## config.mk

```make
export PLATFORM = sky130hd
export DESIGN_NAME = svjp_mul
export DESIGN_NICKNAME = d
export VERILOG_FILES = /design/src/hdl/svjp_mul.sv
export SDC_FILE = /design/constraint.sdc
export NUM_CORES = 2
export LEC_CHECK = 0
export ABC_AREA = 0
export BUFFER_PORTS_ARGS = -buffer_cell sky130_fd_sc_hd__buf_2
export CORE_UTILIZATION = 50
export CTS_CLUSTER_SIZE = 14
export DETAILED_ROUTE_END_ITERATION = 8
export PLACE_DENSITY_LB_ADDON = 0.05
export SYNTH_ARGS = -nofsm -noshare
export SYNTH_HDL_FRONTEND = slang
export SYNTH_SLANG_ARGS = --single-unit
```

## constraint.sdc

```tcl
create_clock -name clk_i -period 12.4 [get_ports clk_i]
set_clock_uncertainty 0.05 [all_clocks]
set_input_delay 0.62 -clock clk_i [delete_from_list [all_inputs] [get_ports clk_i]]
set_output_delay 0.62 -clock clk_i [all_outputs]
set_load 0.1 [all_outputs]
```

## src/hdl/svjp_mul.sv

```systemverilog
module svjp_mul (
  input  logic clk_i,
  input  logic signed [32:0] a_i,
  input  logic signed [32:0] b_i,
  output logic signed [65:0] p_o
);
  always_ff @(posedge clk_i) begin
    p_o <= a_i * b_i;
  end
endmodule

```

==> results.md <==
* Port-buffer cells at 132
* Tcrit/Tclk final at 69.1%
* Via count at 28100
* Layout Nets at 5711
* Antenna Nets Post-Route at 0
* Max Cap Viol at 0
* TritonCTS clock tree: built
* Core ar. at 80500 µm²
* Crit path largest cell delay at 1.26 ns
* H-tree lvl count at 3
* Top Ports at 133
* Crit-path slowest cell: fa_1
* CTS Sinks at 66
* Yosys warns at 0
* Cts hold-fix bufs at 0
* EDFF count, synth at 0
* Most frequent cells in the layout: fa_1 (1145), inv_1 (1131), and2_1 (562)
* Top delay family on crit path: adder cells
* Placer Congestion at 0.883
* Largest net degree at the start of global routing at 34
* Clock transition at path regs at 0.07 ns
* Post-route cell area at 42400 µm²
* Largest registers: p_o x66
* Slew HR at 28.4%
* Seq/Total Area, Yosys at 3.24%
* Synth-to-Final Area Change at 4.03%
* FMAX at 0.117 GHz
* Vias in the first global route at 30800
* Starting Density at 50.6%
* Antenna violations before repair at 10
* Cts bufs inserted at 9
* Die area at 82600 µm²
* Top cell by count, worst path: fa_1
* Fin. Hold Viols at 0
* Synth Register Bits at 66
* Rows at 104
* RSZ-0062 raised after global routing: no
* Initial drt markers at 1425
* Final std cells w/o fill at 5349
* Fin crit period at 8.57 ns
* Endpoint class of the critical path: flop
* Fillcell total at 7540
* Root Buffer: clkbuf_16
* Tot GR Track Use at 28.8%
* Dpl cells at 5331
* CP bufs+invs at 4
* Setup tns final at 0 ns
* Critical path class: primary input to flop
* Layout cell share with drive strength beyond 1 at 4.83%
* CP arrival at 8.78 ns
* Setup-failing EPs final at 0
* Post-place instance area at 42000 µm²
* Yosys cell types at 80
* Synth Flop Type: dfxtp_1
* Reg with most FFs: p_o
* Worst-path cell chain: buf_2 > nand2_1 > inv_1 > fa_1 > fa_1 > fa_1 > fa_1 > fa_1 > fa_1 > fa_1 > inv_1 > fa_1 > inv_1 > ha_1 > and3_1 > nand3_1 > nand2b_1 > a2111oi_4 > a211oi_4 > a21oi_2 > nor4b_2 > a311oi_1
* Slew @ Worst Pin at 1.07 ns
* Post-Syn Instances at 4338
* Die Span Y at 287 µm
* Vias/cell at 5.26
* Reg area at 1320 µm²
* Post-CTS setup buffers at 0
* Mean Syn Cell Area at 9.39 µm²
* Syn nets at 5767
* DRT Wirelength at 113000 µm
* Final Slew Violations at 0
* Multi-input logic area at 34300 µm²
* Hold Path Class: primary input to flop
* Max FFs per register at 66
* Max Buffers Root-to-Sink at 2
* Startpoint types: primary input
* Post-CTS sizing at 0
* Die X at 287 µm
* Status: finished clean
* Routed len/inst at 21.2 µm
* Most common cell after layout, fill and taps aside: fa_1
* First-pass DRT Iterations at 7
* Critical Path Fanout Max at 33
* Hpwl dp at 92400 µm
* DRC viols at 0
* Gr ovfl total at 0
* Critical path required time at 12.61 ns
* Async SR Flop Fraction at 0%
* First-pass GRT wire length at 178000 µm
* Mapped cell area at 40700 µm²
==> worst paths after layout <==
path | from | to | slack [ns] | cells after the start
max | a_i[32] | p_o[58] | 3.83 | 22
min | b_i[0] | p_o[0] | 0.77 | 2
==> cells in the mapped netlist, types with 4 or more instances <==
master,count,share of area [%]
a211o_1,6,0.13
a211oi_1,7,0.13
a21o_1,36,0.66
a21oi_1,57,0.70
a31oi_1,8,0.12
and2_1,562,8.6
and3_1,5,0.077
and4_1,5,0.11
buf_2,11,0.14
clkbuf_1,208,1.9
dfxtp_1,66,3.2
fa_1,1145,56
ha_1,217,6.7
inv_1,1131,10
nand2_1,551,5.1
nand2b_1,12,0.18
nand3_1,25,0.31
nand4_1,11,0.17
nor2_1,68,0.63
nor2b_1,5,0.077
nor3_1,7,0.086
o211ai_1,4,0.074
o21a_1,6,0.11
o21ai_0,25,0.31
o21ai_1,6,0.074
o21bai_1,11,0.20
xnor2_1,43,0.92
xor2_1,25,0.54
==> final cells by class <==
type | instances | area share [%]
Antenna cell | 2 | 0.0118
Clock buffer | 10 | 0.564
Clock inverter | 6 | 0.224
Inverter | 1131 | 10.0
Multi-Input combinational cell | 2920 | 81.0
Sequential cell | 66 | 3.12
Tap cell | 1060 | 3.13
Timing Repair Buffer | 154 | 1.95
==> per-layer routing <==
layer,wire (µm),global-route usage (%),vias to the layer above
met1,43000,34.7,15100
met2,60700,52.3,631
li1,-,-,12200
met3,3820,2.41,191
met4,5770,12.3,6
met5,28,0,-
==> metrics by stage <==
| stage | hold slack (ns) | utilization (%) | setup slack (ns) |
|---|---|---|---|
| after floorplan | 0.697 | - | 4.49 |
| after detailed placement | 1.12 | 52.2 | 3.43 |
| final | 0.772 | 52.6 | 3.83 |
| after global placement | 1.12 | 52.2 | 3.56 |
| after global routing | 0.807 | 52.6 | 3.35 |
| after CTS | 0.765 | 52.6 | 3.76 |
==> logic make-up (layout without fill, tap and decap cells) <==
logic type | count (synthesis) | after routing | share of synthesized area, %
flip-flops | 66 | 66 | 3.24
buffers and inverters | 1352 | 1301 | 12.5
AND/OR/NAND/NOR | 1271 | 1271 | 15.8
AO/OA/AOI/OAI | 219 | 219 | 4.07
other | 0 | 2 | 0
adder cells (fa/ha/maj) | 1362 | 1362 | 62.9
XOR/XNOR | 68 | 68 | 1.46
Power is left out: the tool's default activity adds up to more than one toggle a clock period on the data nets, which glitch-free logic cannot reach.
